<file path="config.mk">
export PLATFORM = sky130hd
export DESIGN_NAME = kmer_extract_quality_filter
export DESIGN_NICKNAME = d
export VERILOG_FILES = /design/src/rtl/keqf_pkg.sv /design/src/rtl/keqf_regs.sv /design/src/rtl/keqf_window.sv /design/src/rtl/kmer_extract_quality_filter.sv
export SDC_FILE = /design/constraint.sdc
export NUM_CORES = 1
export LEC_CHECK = 0
export ABC_CLOCK_PERIOD_IN_PS = 8200
export BUFFER_PORTS_ARGS = -buffer_cell sky130_fd_sc_hd__buf_2
export CAP_MARGIN = 20
export CELL_PAD_IN_SITES_DETAIL_PLACEMENT = 0
export CELL_PAD_IN_SITES_GLOBAL_PLACEMENT = 1
export CORE_UTILIZATION = 50
export CTS_BUF_LIST = sky130_fd_sc_hd__clkbuf_2 sky130_fd_sc_hd__clkbuf_4 sky130_fd_sc_hd__clkbuf_8
export DETAILED_ROUTE_END_ITERATION = 8
export PLACE_DENSITY_LB_ADDON = 0.2
export SLEW_MARGIN = 20
export SYNTH_ARGS = -nofsm -noshare
export SYNTH_HDL_FRONTEND = slang
export SYNTH_HIERARCHICAL = 1
export SYNTH_SLANG_ARGS = --single-unit
</file>
<file path="constraint.sdc">
create_clock -name clk -period 8.2 [get_ports clk]
set_clock_uncertainty 0.15 [all_clocks]
set_input_delay 0.41 -clock clk [delete_from_list [all_inputs] [get_ports clk]]
set_output_delay 0.41 -clock clk [all_outputs]
set_load 0.03 [all_outputs]
</file>
<file path="src/rtl/keqf_pkg.sv">
// Shared types, constants and helper functions for the k-mer extraction block.
// Used by keqf_regs, keqf_window and kmer_extract_quality_filter; depends on nothing.

package keqf_pkg;

  localparam int MAX_KMER = 32;
  localparam int KEY_W    = 2 * MAX_KMER;
  localparam int START_W  = 16;
  localparam int LEN_W    = 6;
  localparam int QUAL_W   = 7;
  localparam int CHAR_W   = 8;
  localparam int ADDR_W   = 4;
  localparam int DATA_W   = 32;
  localparam int SHIFT_W  = 7;

  typedef logic [LEN_W-1:0]   len_t;
  typedef logic [QUAL_W-1:0]  qual_t;
  typedef logic [CHAR_W-1:0]  char_t;
  typedef logic [KEY_W-1:0]   key_t;
  typedef logic [START_W-1:0] count_t;
  typedef logic [1:0]         code_t;

  localparam count_t COUNT_MAX   = '1;
  localparam len_t   KMER_RESET  = 6'd16;
  localparam len_t   KMER_MAX    = 6'(MAX_KMER);

  localparam char_t CHAR_C = 8'h43;
  localparam char_t CHAR_G = 8'h47;
  localparam char_t CHAR_T = 8'h54;

  localparam code_t CODE_A = 2'd0;
  localparam code_t CODE_C = 2'd1;
  localparam code_t CODE_G = 2'd2;
  localparam code_t CODE_T = 2'd3;

  typedef enum logic [1:0] {
    REG_KMER_LENGTH       = 2'd0,
    REG_QUALITY_THRESHOLD = 2'd1,
    REG_FILTER_ENABLE     = 2'd2
  } reg_idx_t;

  typedef struct packed {
    len_t  kmer_length;
    qual_t quality_threshold;
    logic  filter_enable;
  } cfg_t;

  typedef struct packed {
    logic   hit;
    key_t   key;
    count_t start;
  } res_t;

  // Letters other than upper-case C, G and T code as A.
  function automatic code_t base_code(input char_t c);
    code_t r;
    case (c)
      CHAR_C:  r = CODE_C;
      CHAR_G:  r = CODE_G;
      CHAR_T:  r = CODE_T;
      default: r = CODE_A;
    endcase
    return r;
  endfunction

  // A length of zero acts as one, anything above the maximum as the maximum.
  function automatic len_t active_length(input len_t k);
    len_t r;
    if (k == '0) begin
      r = 6'd1;
    end else if (k > KMER_MAX) begin
      r = KMER_MAX;
    end else begin
      r = k;
    end
    return r;
  endfunction

endpackage

</file>
<file path="src/rtl/keqf_regs.sv">
// Configuration registers behind the APB-style port of the k-mer block.
// Depends on keqf_pkg for the register indexes and the configuration struct.

module keqf_regs (
  input  logic                        clk,
  input  logic                        rst,
  input  logic                        psel,
  input  logic                        penable,
  input  logic                        pwrite,
  input  logic [keqf_pkg::ADDR_W-1:0] paddr,
  input  logic [keqf_pkg::DATA_W-1:0] pwdata,
  output logic [keqf_pkg::DATA_W-1:0] prdata,
  output logic                        pready,
  output keqf_pkg::cfg_t              cfg
);

  keqf_pkg::reg_idx_t idx;
  logic               wr;

  assign pready = 1'b1;
  assign idx    = keqf_pkg::reg_idx_t'(paddr[3:2]);
  assign wr     = psel && penable && pwrite && pready;

  always_ff @(posedge clk) begin
    if (rst) begin
      cfg.kmer_length       <= keqf_pkg::KMER_RESET;
      cfg.quality_threshold <= '0;
      cfg.filter_enable     <= 1'b0;
    end else if (wr) begin
      unique case (idx)
        keqf_pkg::REG_KMER_LENGTH:       cfg.kmer_length       <= pwdata[keqf_pkg::LEN_W-1:0];
        keqf_pkg::REG_QUALITY_THRESHOLD: cfg.quality_threshold <= pwdata[keqf_pkg::QUAL_W-1:0];
        keqf_pkg::REG_FILTER_ENABLE:     cfg.filter_enable     <= pwdata[0];
        default: ;
      endcase
    end
  end

  always_comb begin
    prdata = '0;
    unique case (idx)
      keqf_pkg::REG_KMER_LENGTH:
        prdata = {{(keqf_pkg::DATA_W-keqf_pkg::LEN_W){1'b0}}, cfg.kmer_length};
      keqf_pkg::REG_QUALITY_THRESHOLD:
        prdata = {{(keqf_pkg::DATA_W-keqf_pkg::QUAL_W){1'b0}}, cfg.quality_threshold};
      keqf_pkg::REG_FILTER_ENABLE:
        prdata = {{(keqf_pkg::DATA_W-1){1'b0}}, cfg.filter_enable};
      default: prdata = '0;
    endcase
  end

  a_len_write: assert property (@(posedge clk) disable iff (rst)
    wr && idx == keqf_pkg::REG_KMER_LENGTH |=>
      cfg.kmer_length == $past(pwdata[keqf_pkg::LEN_W-1:0]))
    else $error("kmer_length write not taken");

endmodule

</file>
<file path="src/rtl/keqf_window.sv">
// Sliding base and quality windows, read position counter and the k-mer decision.
// Depends on keqf_pkg; the result is combinational from the state and the incoming base.

module keqf_window (
  input  logic                        clk,
  input  logic                        rst,
  input  logic                        step,
  input  logic [keqf_pkg::CHAR_W-1:0] base_char,
  input  logic [keqf_pkg::QUAL_W-1:0] base_quality,
  input  logic                        read_end,
  input  keqf_pkg::cfg_t              cfg,
  output keqf_pkg::res_t              res
);

  keqf_pkg::key_t   base_window;
  keqf_pkg::key_t   base_window_next;
  keqf_pkg::qual_t  quality_window      [keqf_pkg::MAX_KMER];
  keqf_pkg::qual_t  quality_window_next [keqf_pkg::MAX_KMER];
  keqf_pkg::count_t bases_seen;
  keqf_pkg::count_t bases_seen_next;
  keqf_pkg::len_t   k;
  logic [keqf_pkg::MAX_KMER-1:0]  qual_ok;
  logic [keqf_pkg::SHIFT_W-1:0]   key_shift;
  logic                           full;

  assign k = keqf_pkg::active_length(cfg.kmer_length);

  // The newest base enters at the top; the oldest drops off the bottom.
  assign base_window_next = {keqf_pkg::base_code(base_char),
                             base_window[keqf_pkg::KEY_W-1:2]};

  always_comb begin
    quality_window_next[0] = base_quality;
    for (int i = 1; i < keqf_pkg::MAX_KMER; i++) begin
      quality_window_next[i] = quality_window[i-1];
    end
  end

  assign bases_seen_next = (bases_seen != keqf_pkg::COUNT_MAX) ?
                           bases_seen + 16'd1 : bases_seen;

  // The minimum exceeds the threshold exactly when every quality in the window does.
  always_comb begin
    for (int i = 0; i < keqf_pkg::MAX_KMER; i++) begin
      qual_ok[i] = (keqf_pkg::LEN_W'(i) >= k) ||
                   (quality_window_next[i] > cfg.quality_threshold);
    end
  end

  assign full      = bases_seen_next >= {{(keqf_pkg::START_W-keqf_pkg::LEN_W){1'b0}}, k};
  assign key_shift = keqf_pkg::SHIFT_W'(keqf_pkg::KEY_W) - {1'b0, k[keqf_pkg::LEN_W-2:0], 1'b0}
                     - {k[keqf_pkg::LEN_W-1], {(keqf_pkg::SHIFT_W-1){1'b0}}};

  always_comb begin
    res.hit   = full && (!cfg.filter_enable || (&qual_ok));
    res.key   = base_window_next >> key_shift;
    res.start = (bases_seen_next == keqf_pkg::COUNT_MAX) ? keqf_pkg::COUNT_MAX :
                bases_seen_next - {{(keqf_pkg::START_W-keqf_pkg::LEN_W){1'b0}}, k};
  end

  always_ff @(posedge clk) begin
    if (rst) begin
      base_window <= '0;
      bases_seen  <= '0;
    end else if (step) begin
      if (read_end) begin
        base_window <= '0;
        bases_seen  <= '0;
      end else begin
        base_window <= base_window_next;
        bases_seen  <= bases_seen_next;
      end
    end
  end

  always_ff @(posedge clk) begin
    if (step) begin
      quality_window <= quality_window_next;
    end
  end

  a_read_restart: assert property (@(posedge clk) disable iff (rst)
    step && read_end |=> bases_seen == '0 && base_window == '0)
    else $error("window not cleared at end of read");

  a_count_step: assert property (@(posedge clk) disable iff (rst)
    step && !read_end && bases_seen != keqf_pkg::COUNT_MAX |=>
      bases_seen == $past(bases_seen) + 16'd1)
    else $error("base counter did not advance");

endmodule

</file>
<file path="src/rtl/kmer_extract_quality_filter.sv">
// Top level of the k-mer extraction block with quality filter.
// Depends on keqf_pkg, keqf_regs (configuration) and keqf_window (datapath).
//
//   channel  | handshake           | payload
//   ---------+---------------------+-----------------------------------------
//   input    | in_valid / in_ready | base_char, base_quality, read_end
//   output   | out_valid/out_ready | kmer_key, kmer_start
//   config   | psel/penable/pready | pwrite, paddr, pwdata, prdata
//
// One base is taken per cycle while the output does not stall; its k-mer, if any,
// appears on the output register in the following cycle.
// The single output register sets the rate: a new base is taken whenever the
// register is empty or its contents are transferred in the same cycle.
// A stall on the output holds the register and lowers in_ready until the transfer.
// Synchronous reset clears the base window, the counter and the output valid flag and
// restores kmer_length to 16; no clearing pass is needed.

module kmer_extract_quality_filter (
  input  logic                         clk,
  input  logic                         rst,
  input  logic                         in_valid,
  output logic                         in_ready,
  input  logic [keqf_pkg::CHAR_W-1:0]  base_char,
  input  logic [keqf_pkg::QUAL_W-1:0]  base_quality,
  input  logic                         read_end,
  output logic                         out_valid,
  input  logic                         out_ready,
  output logic [keqf_pkg::KEY_W-1:0]   kmer_key,
  output logic [keqf_pkg::START_W-1:0] kmer_start,
  input  logic                         psel,
  input  logic                         penable,
  input  logic                         pwrite,
  input  logic [keqf_pkg::ADDR_W-1:0]  paddr,
  input  logic [keqf_pkg::DATA_W-1:0]  pwdata,
  output logic [keqf_pkg::DATA_W-1:0]  prdata,
  output logic                         pready
);

  keqf_pkg::cfg_t cfg;
  keqf_pkg::res_t res;
  logic           in_accept;

  keqf_regs u_regs (
    .clk     (clk),
    .rst     (rst),
    .psel    (psel),
    .penable (penable),
    .pwrite  (pwrite),
    .paddr   (paddr),
    .pwdata  (pwdata),
    .prdata  (prdata),
    .pready  (pready),
    .cfg     (cfg)
  );

  // The window advances on every accepted base, whether or not it yields a k-mer.
  keqf_window u_window (
    .clk          (clk),
    .rst          (rst),
    .step         (in_accept),
    .base_char    (base_char),
    .base_quality (base_quality),
    .read_end     (read_end),
    .cfg          (cfg),
    .res          (res)
  );

  // The output register is free when empty or when its result is transferred now.
  assign in_ready  = !out_valid || out_ready;
  assign in_accept = in_valid && in_ready;

  always_ff @(posedge clk) begin
    if (rst) begin
      out_valid <= 1'b0;
    end else if (in_accept) begin
      out_valid <= res.hit;
    end else if (out_ready) begin
      out_valid <= 1'b0;
    end
  end

  // The payload needs no reset: it is only looked at while out_valid is high.
  always_ff @(posedge clk) begin
    if (in_accept && res.hit) begin
      kmer_key   <= res.key;
      kmer_start <= res.start;
    end
  end

  a_no_hit_empty: assert property (@(posedge clk) disable iff (rst)
    in_accept && !res.hit |=> !out_valid)
    else $error("result shown for a base that yields no k-mer");

  a_key_upper_zero: assert property (@(posedge clk) disable iff (rst)
    out_valid |->
      (kmer_key >> {keqf_pkg::active_length(cfg.kmer_length), 1'b0}) == '0)
    else $error("k-mer key has bits above its length");

endmodule
</file>
* After elaboration in Yosys (flattened, before gate mapping) *
Cells that the tools add are included.

word-level totals
  latch bits = 0
  flip-flop bits (word level) = 392
  logic and storage cells = 174
  bits in writable memories = 0
  input bits = 59
  memory bits (read-only) = 0
  memories = 0

cells by class
  reductions and logical operators = 48
  $lt $le $gt $ge = 66
  bitwise gates (word level) = 0
  add/subtract/negate cells = 4
  eq/ne operators = 7
  multiply operators = 0
  divide/modulo/power cells = 0
  shifts and indexed selects = 1
  mux-type cells = 9

operator list
  operator                                                           count
  greater-than comparator 7 bit                                      32
  greater-or-equal comparator 5 x 6 -> 1 bit (first input constant)  16
  two-way mux 64 bit                                                 1
  >> shifter 64 x 7 -> 64 bit                                        1
  greater-or-equal comparator 4 x 6 -> 1 bit (first input constant)  8
  logical OR 1 bit                                                   34
  two-way mux 16 bit                                                 2
  AND reduction 32 bit                                               1
  equality test 8 x 7 -> 1 bit (second input constant)               3
  greater-or-equal comparator 3 x 6 -> 1 bit (first input constant)  4
  one-hot mux 7 bit (3 select lines)                                 1
  adder 16 x 1 -> 16 bit (second input constant)                     1
  equality test 16 bit (second input constant)                       1
  greater-or-equal comparator 16 x 6 -> 1 bit                        1
  != test 16 bit (second input constant)                             1
  subtractor 16 x 6 -> 16 bit                                        1
  greater-or-equal comparator 1 x 6 -> 1 bit (first input constant)  2
  greater-or-equal comparator 2 x 6 -> 1 bit (first input constant)  2
  two-way mux 6 bit                                                  2
  subtractor 7 x 6 -> 7 bit (first input constant)                   1
  subtractor 7 bit                                                   1
  greater-than comparator 6 bit (second input constant)              1
  logical NOT 6 bit                                                  1
  one-hot mux 2 bit (3 select lines)                                 1
  other kinds (8)                                                    16

* Depth between registers and ports, before layout *
Gate-level depths: netlist (run 1).

  depth after elaboration = 9
  gate-level depth with buffers = 18

* Modules after synthesis *
Netlist (run 1), hierarchy kept.

modules (own cells, without submodules)
  module                       cells each  instances  area each (um^2)
  keqf_window                  1808        1          19165.9
  kmer_extract_quality_filter  86          1          2469.9
  keqf_regs                    104         1          937.1

* Worst setup path before layout (run 1) *
OpenSTA, ideal clock, no wires.

  path kind = flip-flop to flip-flop
  start = reg u_window.bases_seen[1]
  end = reg kmer_key[0] in the netlist's numbering (enable)
  arrival = 4.366 ns
  setup time = 0.412 ns
  buffers on the path = 0
  slack = 3.272 ns
  period minus slack after synthesis = 4.928 ns
  stages on the path, launching flop included = 19
  cell sequence = dfxtp_1 > ha_1 > nand3_1 > or3_4 > nor3_1 > nand2_1 > nand2_1 > inv_1 > fa_1 > nor2b_1 > o21ai_0 > nand2b_1 > a221o_1 > nor3_1 > nand2_1 > nor4_1 > a21oi_1 > nand2_2 > nor2b_4

RTL lines
  what                    line                               text
  from (decl)             keqf_window.sv:19                  keqf_pkg::count_t bases_seen;
  from (signal assigned)  keqf_window.sv:71                  bases_seen <= bases_seen_next;
  to (signal assigned)    kmer_extract_quality_filter.sv:85  kmer_key <= res.key;
  to (decl)               kmer_extract_quality_filter.sv:28  output logic [keqf_pkg::KEY_W-1:0] kmer_key,

==> results of run 1 <==
[per-stage QoR]
stage | hold WS, ns | total power [mW] | area, um2 | cells
global route | 0.07645 | 4.753 | 25360 | 2801
detailed placement | 0.2821 | 2.698 | 23710 | 2650
global placement | 0.2825 | 2.678 | 23710 | 2650
finish | 0.09953 | 4.560 | 25360 | 2801
floorplan | 0.2764 | 2.582 | 22660 | 2022
CTS | 0.04536 | 4.614 | 25360 | 2801
[cell families (layout without fill, tap and decap cells)]
kind of cell | Yosys count | after routing
other cells | 2 | 26
flops | 390 | 390
fa+ha+maj | 249 | 249
simple gates | 593 | 593
mux | 191 | 191
compound gates | 391 | 391
buf+inv | 161 | 348
xor+xnor | 21 | 21
[area by class of cell]
type	count	area [um2]
tap	592	740.7
multi-input combinational	1471	11200
fill	3880	19060
timing repair buffer	164	991.0
clock buffer	95	1182
sequential	390	10780
inverter	52	196.4
clock inverter	37	271.5
[report_power, final]
group          internal, mW  switching (mW)
clock                  1.07           0.826
sequential             2.21          0.0450
combinational         0.154           0.263
total                  3.43            1.13
[path summary, 6_finish.rpt]
path	from	endpoint	cells past startpoint
max	u_window/bases_seen[0]	kmer_key[35]	19
min	psel	u_regs/cfg[11]	4
max reg2reg	u_window/bases_seen[0]	kmer_key[35]	19
min reg2reg	u_window/quality_window[217]	u_window/quality_window[210]	0
[worst reg2reg max path, stage by stage (launching register included)]
cell	delay, ns
dfxtp_1	0.47
ha_1	0.26
nand3_1	0.31
or3_4	0.47
nor3_1	0.41
nand2_1	0.11
nand2_1	0.14
inv_1	0.08
fa_1	0.43
nor2b_1	0.20
o21ai_0	0.10
nand2b_1	0.12
a221o_1	0.21
nor3_1	0.08
nand2_1	0.13
nor4_1	0.09
a21oi_1	0.16
nand2_2	0.10
nor2b_4	0.73
buf_4	0.51
[per-layer routing]
layer,up-vias,track usage
met5,-,0
met2,348,0.4227
met4,0,0.09286
met3,108,0.04057
li1,7843,-
met1,8064,0.3092
[state kept, by name, summed over array words and instances (netlist names)]
register                 count
u_window/bases_seen         16
u_window/quality_window    217
out_valid                    1
kmer_start                  16
kmer_key                    64
u_regs/cfg                  14
u_window/base_window        62
[cell usage in the layout, fill, tap and decap left out, types with 5 or more instances in the layout]
master	instances
o22a_1	5
o22ai_1	23
xor2_1	8
xnor2_1	9
o21a_1	5
nand4_1	41
clkinv_1	17
a22o_1	8
a2111oi_0	5
nor2b_1	33
inv_1	50
nor2_1	113
nand2_2	7
o21ai_0	58
nor4_1	5
edfxtp_1	297
dlygate4sd3_1	19
a32o_1	12
clkbuf_8	75
dfxtp_1	93
buf_4	24
nand3b_1	82
o21bai_1	13
a31oi_1	14
nand2_1	94
mux2i_1	183
and2_1	13
conb_1	26
clkinv_2	14
nand3_1	59
a211oi_1	44
clkbuf_4	20
nor3_1	24
nand2b_1	88
buf_2	120
ha_1	246
a21oi_1	156
[repair_timing]
| action | 4_1_cts | 5_1_grt |
|---|---|---|
| hold buffers | 19 | 0 |
| gates resized for setup | 0 | 0 |
| endpoints found under the hold margin | 22 | 0 |
==> reports/results.tsv, run 1 <==
metric	value	unit
Critical Path End Type	register	
remaining routing DRC violations	0	
total CTS buffers	71	
Yosys cell types	89	
Post-synth EDFFs	297	
clk_lat worst skew	0.65	ns
leakage	9.397	nW
n_diodes	0	
setup_tns	0	ns
Synth Area in Simple Gates	0.1459	
most numerous cell in the Yosys netlist	edfxtp_1	
Crit Path Class	reg -> reg	
top routing layer used	met4	
Fin. Hold Viols	0	
# clock sinks	390	
htree depth	3	
antenna violations before repair	0	
CP max-delay cell	nor2b_4	
Rel. slew slack	0.2384	
placed wire-length estimate	38590	um
Synth Area in Compound Gates	0.1092	
Synth area leader	edfxtp_1	
mux cell area share after synthesis	0.08713	
largest family of logic cells by synthesized area	simple AND/OR/NAND/NOR gates	
Routed WL per cell	20.10	um
R2R Setup Slk	2.59	ns
RSZ-0062 raised after global routing	no	
first-pass GRT wire length	88930	um
Adder-Cell Fraction of Synth Area	0.1382	
Area Growth Syn to Fin	12.34	%
Yosys warnings	6	
Worst Hold Class	in -> reg	
CP Buf/Inv Count	2	
via count	16363	
register bit count reported by yosys	390	
CTS clk-pin slew, worst paths	0.06	ns
CTS tree	yes	
TritonRoute pass-1 iters	7	
sequential share of the synthesized area	0.4776	
Synth area leaders	edfxtp_1, ha_1, dfxtp_1, mux2i_1, a21oi_1	
CTS root buffer	clkbuf_8	
Max Buffers Root-to-Sink	3	
max_cap viols	0	
most frequent CP cell	nand2_1	
# IOs	174	
worst slack, placed	2.562	ns
PwrDens	179.8	mW/mm2
DR WL met3	2336	um
Setup Buffers After CTS	0	
Main synth FF type	edfxtp_1	
Final setup viols	0	
Least-Margin Pin Slew	1.142	ns
Cell Area, Synth	0.02257	mm2
Layout Nets	2457	
setup ws final	2.592	ns
GR Overflow Total	0	
largest net degree at the start of global routing	240	
vias in the first global route	16327	
CP delay by family, top	simple AND/OR/NAND/NOR gates	
Syn Inst Count	1998	
final core utilization	0.5710	
status	completed	
CORE AREA	0.04441	mm2
metal2 WL	28020	um
chip height	214.5	um
Slew Limit Fails	0	
post-route ant nets	0	
chip width	214.5	um
number of vias per cell	5.842	
Max IR drop VDD	0.1404	mV
die area	0.04600	mm2
Avg Inst Size Synth	11.30	um2
Tmin final	5.608	ns
number of DRC markers in iteration 0	1055	
Starting Density	0.5082	
Synth top area share	0.3951	
share of layout cells above drive strength 1	0.1381	
WL final	56300	um
top cells by count, synth	edfxtp_1, ha_1, mux2i_1	
crit-path cells	ha_1 > nand3_1 > or3_4 > nor3_1 > nand2_1 > nand2_1 > inv_1 > fa_1 > nor2b_1 > o21ai_0 > nand2b_1 > a221o_1 > nor3_1 > nand2_1 > nor4_1 > a21oi_1 > nand2_2 > nor2b_4 > buf_4	
CP max stage delay	0.73	ns
worst path arrival time	5.76	ns
IO Port Bufs	120	
WL met1	24160	um
async set-or-reset flop fraction in the synthesized netlist	0	
RePlAce Congestion	0.8411	
total track usage	0.2456	
fin crit share	0.6839	
startpoint types	register	
xor and xnor area share after synthesis	0.008481	
Max Clk Rate	0.1783	GHz
placement row count	77	
maximum fanout along the worst path	33	
Critical Path RT	8.35	ns
Power figures use the tool's default switching activity.
==> inputs of run 2 (changes only) <==
--- a/config.mk
+++ b/config.mk
@@ -5,12 +5,12 @@
 export SDC_FILE = /design/constraint.sdc
 export NUM_CORES = 1
 export LEC_CHECK = 0
-export ABC_CLOCK_PERIOD_IN_PS = 8200
+export ABC_CLOCK_PERIOD_IN_PS = 5000
 export BUFFER_PORTS_ARGS = -buffer_cell sky130_fd_sc_hd__buf_2
 export CAP_MARGIN = 20
 export CELL_PAD_IN_SITES_DETAIL_PLACEMENT = 0
 export CELL_PAD_IN_SITES_GLOBAL_PLACEMENT = 1
-export CORE_UTILIZATION = 50
+export CORE_UTILIZATION = 46
 export CTS_BUF_LIST = sky130_fd_sc_hd__clkbuf_2 sky130_fd_sc_hd__clkbuf_4 sky130_fd_sc_hd__clkbuf_8
 export DETAILED_ROUTE_END_ITERATION = 8
 export PLACE_DENSITY_LB_ADDON = 0.2
==> constraint.sdc (replaced) <==
create_clock -name clk -period 5 [get_ports clk]
set_clock_uncertainty 0.15 [all_clocks]
set_input_delay 0.25 -clock clk [delete_from_list [all_inputs] [get_ports clk]]
set_output_delay 0.25 -clock clk [all_outputs]
set_load 0.03 [all_outputs]
==> run 2 against run 1 <==
  * Critical path depth down 5
  * Flip-flop and latch count unchanged
  * Highest routed layer is now met5
  * Via count fell by 0.14%
  * Final cell count up 1.6%
  * Register-to-register slack got worse by 2.3 ns
  * Critical endpoint is now kmer_key[41]
  * Non-clock buffer count is 26 higher
  * Hold slack lost 0.016 ns
  * Maximum frequency is 18% higher
==> reports/results.tsv, run 2 (synthesis gave the netlist of run 1 again) <==
metric	value	unit	change
status	completed		
Rel. slew slack	0.2381		-0.0002900
die area	0.04996	mm2	+8.6%
maximum fanout along the worst path	53		+61%
crit-path cells	inv_2 > nand2_1 > inv_1 > ha_1 > nand2b_1 > a21oi_1 > a31oi_1 > a2111o_1 > a2111oi_0 > nand4_1 > a21oi_1 > nand2_2 > nor2b_4 > buf_12		
GR Overflow Total	0		unchanged
fin crit share	0.9485		+0.2647
CP max-delay cell	nor2b_4		
leakage	9.545	nW	+1.6%
Max IR drop VDD	0.1839	mV	+31%
Starting Density	0.4698		-0.03842
remaining routing DRC violations	0		unchanged
total CTS buffers	70		-1.4%
Area Growth Syn to Fin	13.69	%	
Critical Path RT	5.15	ns	-3.20 ns
max_cap viols	0		unchanged
worst path arrival time	4.90	ns	-0.86 ns
RSZ-0062 raised after global routing	no		
n_diodes	0		unchanged
chip height	223.5	um	+4.2%
commonest cells after routing, fill and taps aside	edfxtp_1, ha_1, mux2i_1, a21oi_1, buf_2		
setup_tns	0	ns	unchanged
Worst Hold Class	in -> reg		
Reg2Reg Launch Point	u_regs/cfg[13]		
number of DRC markers in iteration 0	1194		+13%
Least-Margin Pin Slew	1.143	ns	+0.0004354 ns
post-route ant nets	0		unchanged
Setup Buffers After CTS	0		unchanged
Final setup viols	0		unchanged
commonest non-fill, non-tap cell in the layout	edfxtp_1		
Max Buffers Root-to-Sink	3		unchanged
largest registers	u_window/quality_window (217), kmer_key (64), u_window/base_window (62)		
largest net degree at the start of global routing	244		+1.7%
RePlAce Congestion	0.8857		+5.3%
TritonRoute pass-1 iters	5		-2
Routed WL per cell	20.09	um	about the same
IO Port Bufs	120		unchanged
Critical Path End Type	register		
Inst Count DP	2688		+1.4%
CTS clk-pin slew, worst paths	0.06	ns	about the same
crit path capture	kmer_key[41]		
chip width	223.5	um	+4.2%
startpoint types	register		
vias in the first global route	16249		-0.48%
htree depth	3		unchanged
WL final	57200	um	+1.6%
Reg2Reg Depth	14		-5
Crit Path Class	reg -> reg		
CTS root buffer	clkbuf_8		
worst setup path start	u_regs/cfg[13]		
Area after DPL	0.02397	mm2	+1.1%
first-pass GRT wire length	89300	um	+0.41%
share of layout cells above drive strength 1	0.1434		+0.005298
most frequent CP cell	a21oi_1		
Worst R2R End	kmer_key[41]		
number of vias per cell	5.739		-1.8%
R2R Setup Slk	0.26	ns	-2.34 ns
placement row count	80		+3.9%
Finished Layout Cells	2847		+1.6%
placed wire-length estimate	40050	um	+3.8%
# clock sinks	390		unchanged
Slew Limit Fails	0		unchanged
post-route cell area	0.02566	mm2	+1.2%
# IOs	174		unchanged
final core utilization	0.5341		-0.03683
max reg flops	217		unchanged
Max Clk Rate	0.2108	GHz	+18%
Tmin final	4.743	ns	-0.8649 ns
Fin. Hold Viols	0		unchanged
CORE AREA	0.04805	mm2	+8.2%
total track usage	0.2301		-0.01548
CP max stage delay	0.56	ns	-0.17 ns
CTS tree	yes		
via count	16340		-0.14%
clk_lat worst skew	0.64	ns	about the same
Layout Nets	2482		+1.0%
PwrDens	286.2	mW/mm2	+59%
antenna violations before repair	2		+2
Biggest register	u_window/quality_window		
==> run 2: final cells by class <==
type                    count  area [um2]
repair buffers            190        1326
multi-input cells        1471       11210
flip-flops and latches    390       10780
inverters                  52       196.4
clock inverters            29       161.4
fillers                  4224       22380
clock buffers             100        1214
well taps                 615       769.5
==> run 2: power breakdown <==
part | leakage [nW] | internal [mW] | switching (mW)
clock network | 0.719 | 1.62 | 1.34
registers | 3.61 | 3.62 | 0.0717
logic | 5.21 | 0.262 | 0.434
==> run 2: worst min-delay path by stage <==
| stage | start | endpoint | slack, ns | cells after the start |
|---|---|---|---|---|
| 2_1_floorplan | rst | out_valid | 0.17 | 1 |
| 3_3_place_gp | u_window/quality_window[133] | u_window/quality_window[126] | 0.28 | 0 |
| 3_5_place_dp | u_window/quality_window[133] | u_window/quality_window[126] | 0.29 | 0 |
| 4_1_cts | paddr[2] | u_regs/cfg[8] | 0.01 | 3 |
| 5_1_grt | paddr[2] | u_regs/cfg[8] | 0.09 | 3 |
| 6_report | paddr[2] | u_regs/cfg[8] | 0.08 | 3 |
==> run 2: what timing repair did <==
action                                  4_1_cts  5_1_grt
hold buffers                                 30        0
resized for setup                             0        5
endpoints found under the setup margin        0       54
hold endpoints to repair                     61        0
==> run 2: stage by stage <==
step	setup slack [ns]	power (mW)	hold slack (ns)
6_report	0.2573	7.346	0.08347
2_1_floorplan	0.07221	4.234	0.1691
3_3_place_gp	0.3287	4.404	0.2822
5_1_grt	0.05146	7.658	0.09264
3_5_place_dp	0.2566	4.430	0.2858
4_1_cts	0.2140	7.443	0.01450
==> run 2: metal layers <==
metal	up-vias	global-route usage	part of all wire
li1	7871	-	-
met1	7991	0.2943	0.43
met2	358	0.3840	0.49
met3	118	0.04465	0.051
met4	2	0.08904	0.032
met5	-	0	0.00023
==> run 2: critical path, delay by kind of cell, from the launching register on <==
kind | cells | cell delay (ns)
adder cells (fa/ha/maj) | 1 | 0.26
AND/OR/NAND/NOR | 5 | 1.37
AO/OA/AOI/OAI | 5 | 1.36
buffers and inverters | 3 | 0.89
flip-flops | 1 | 0.32
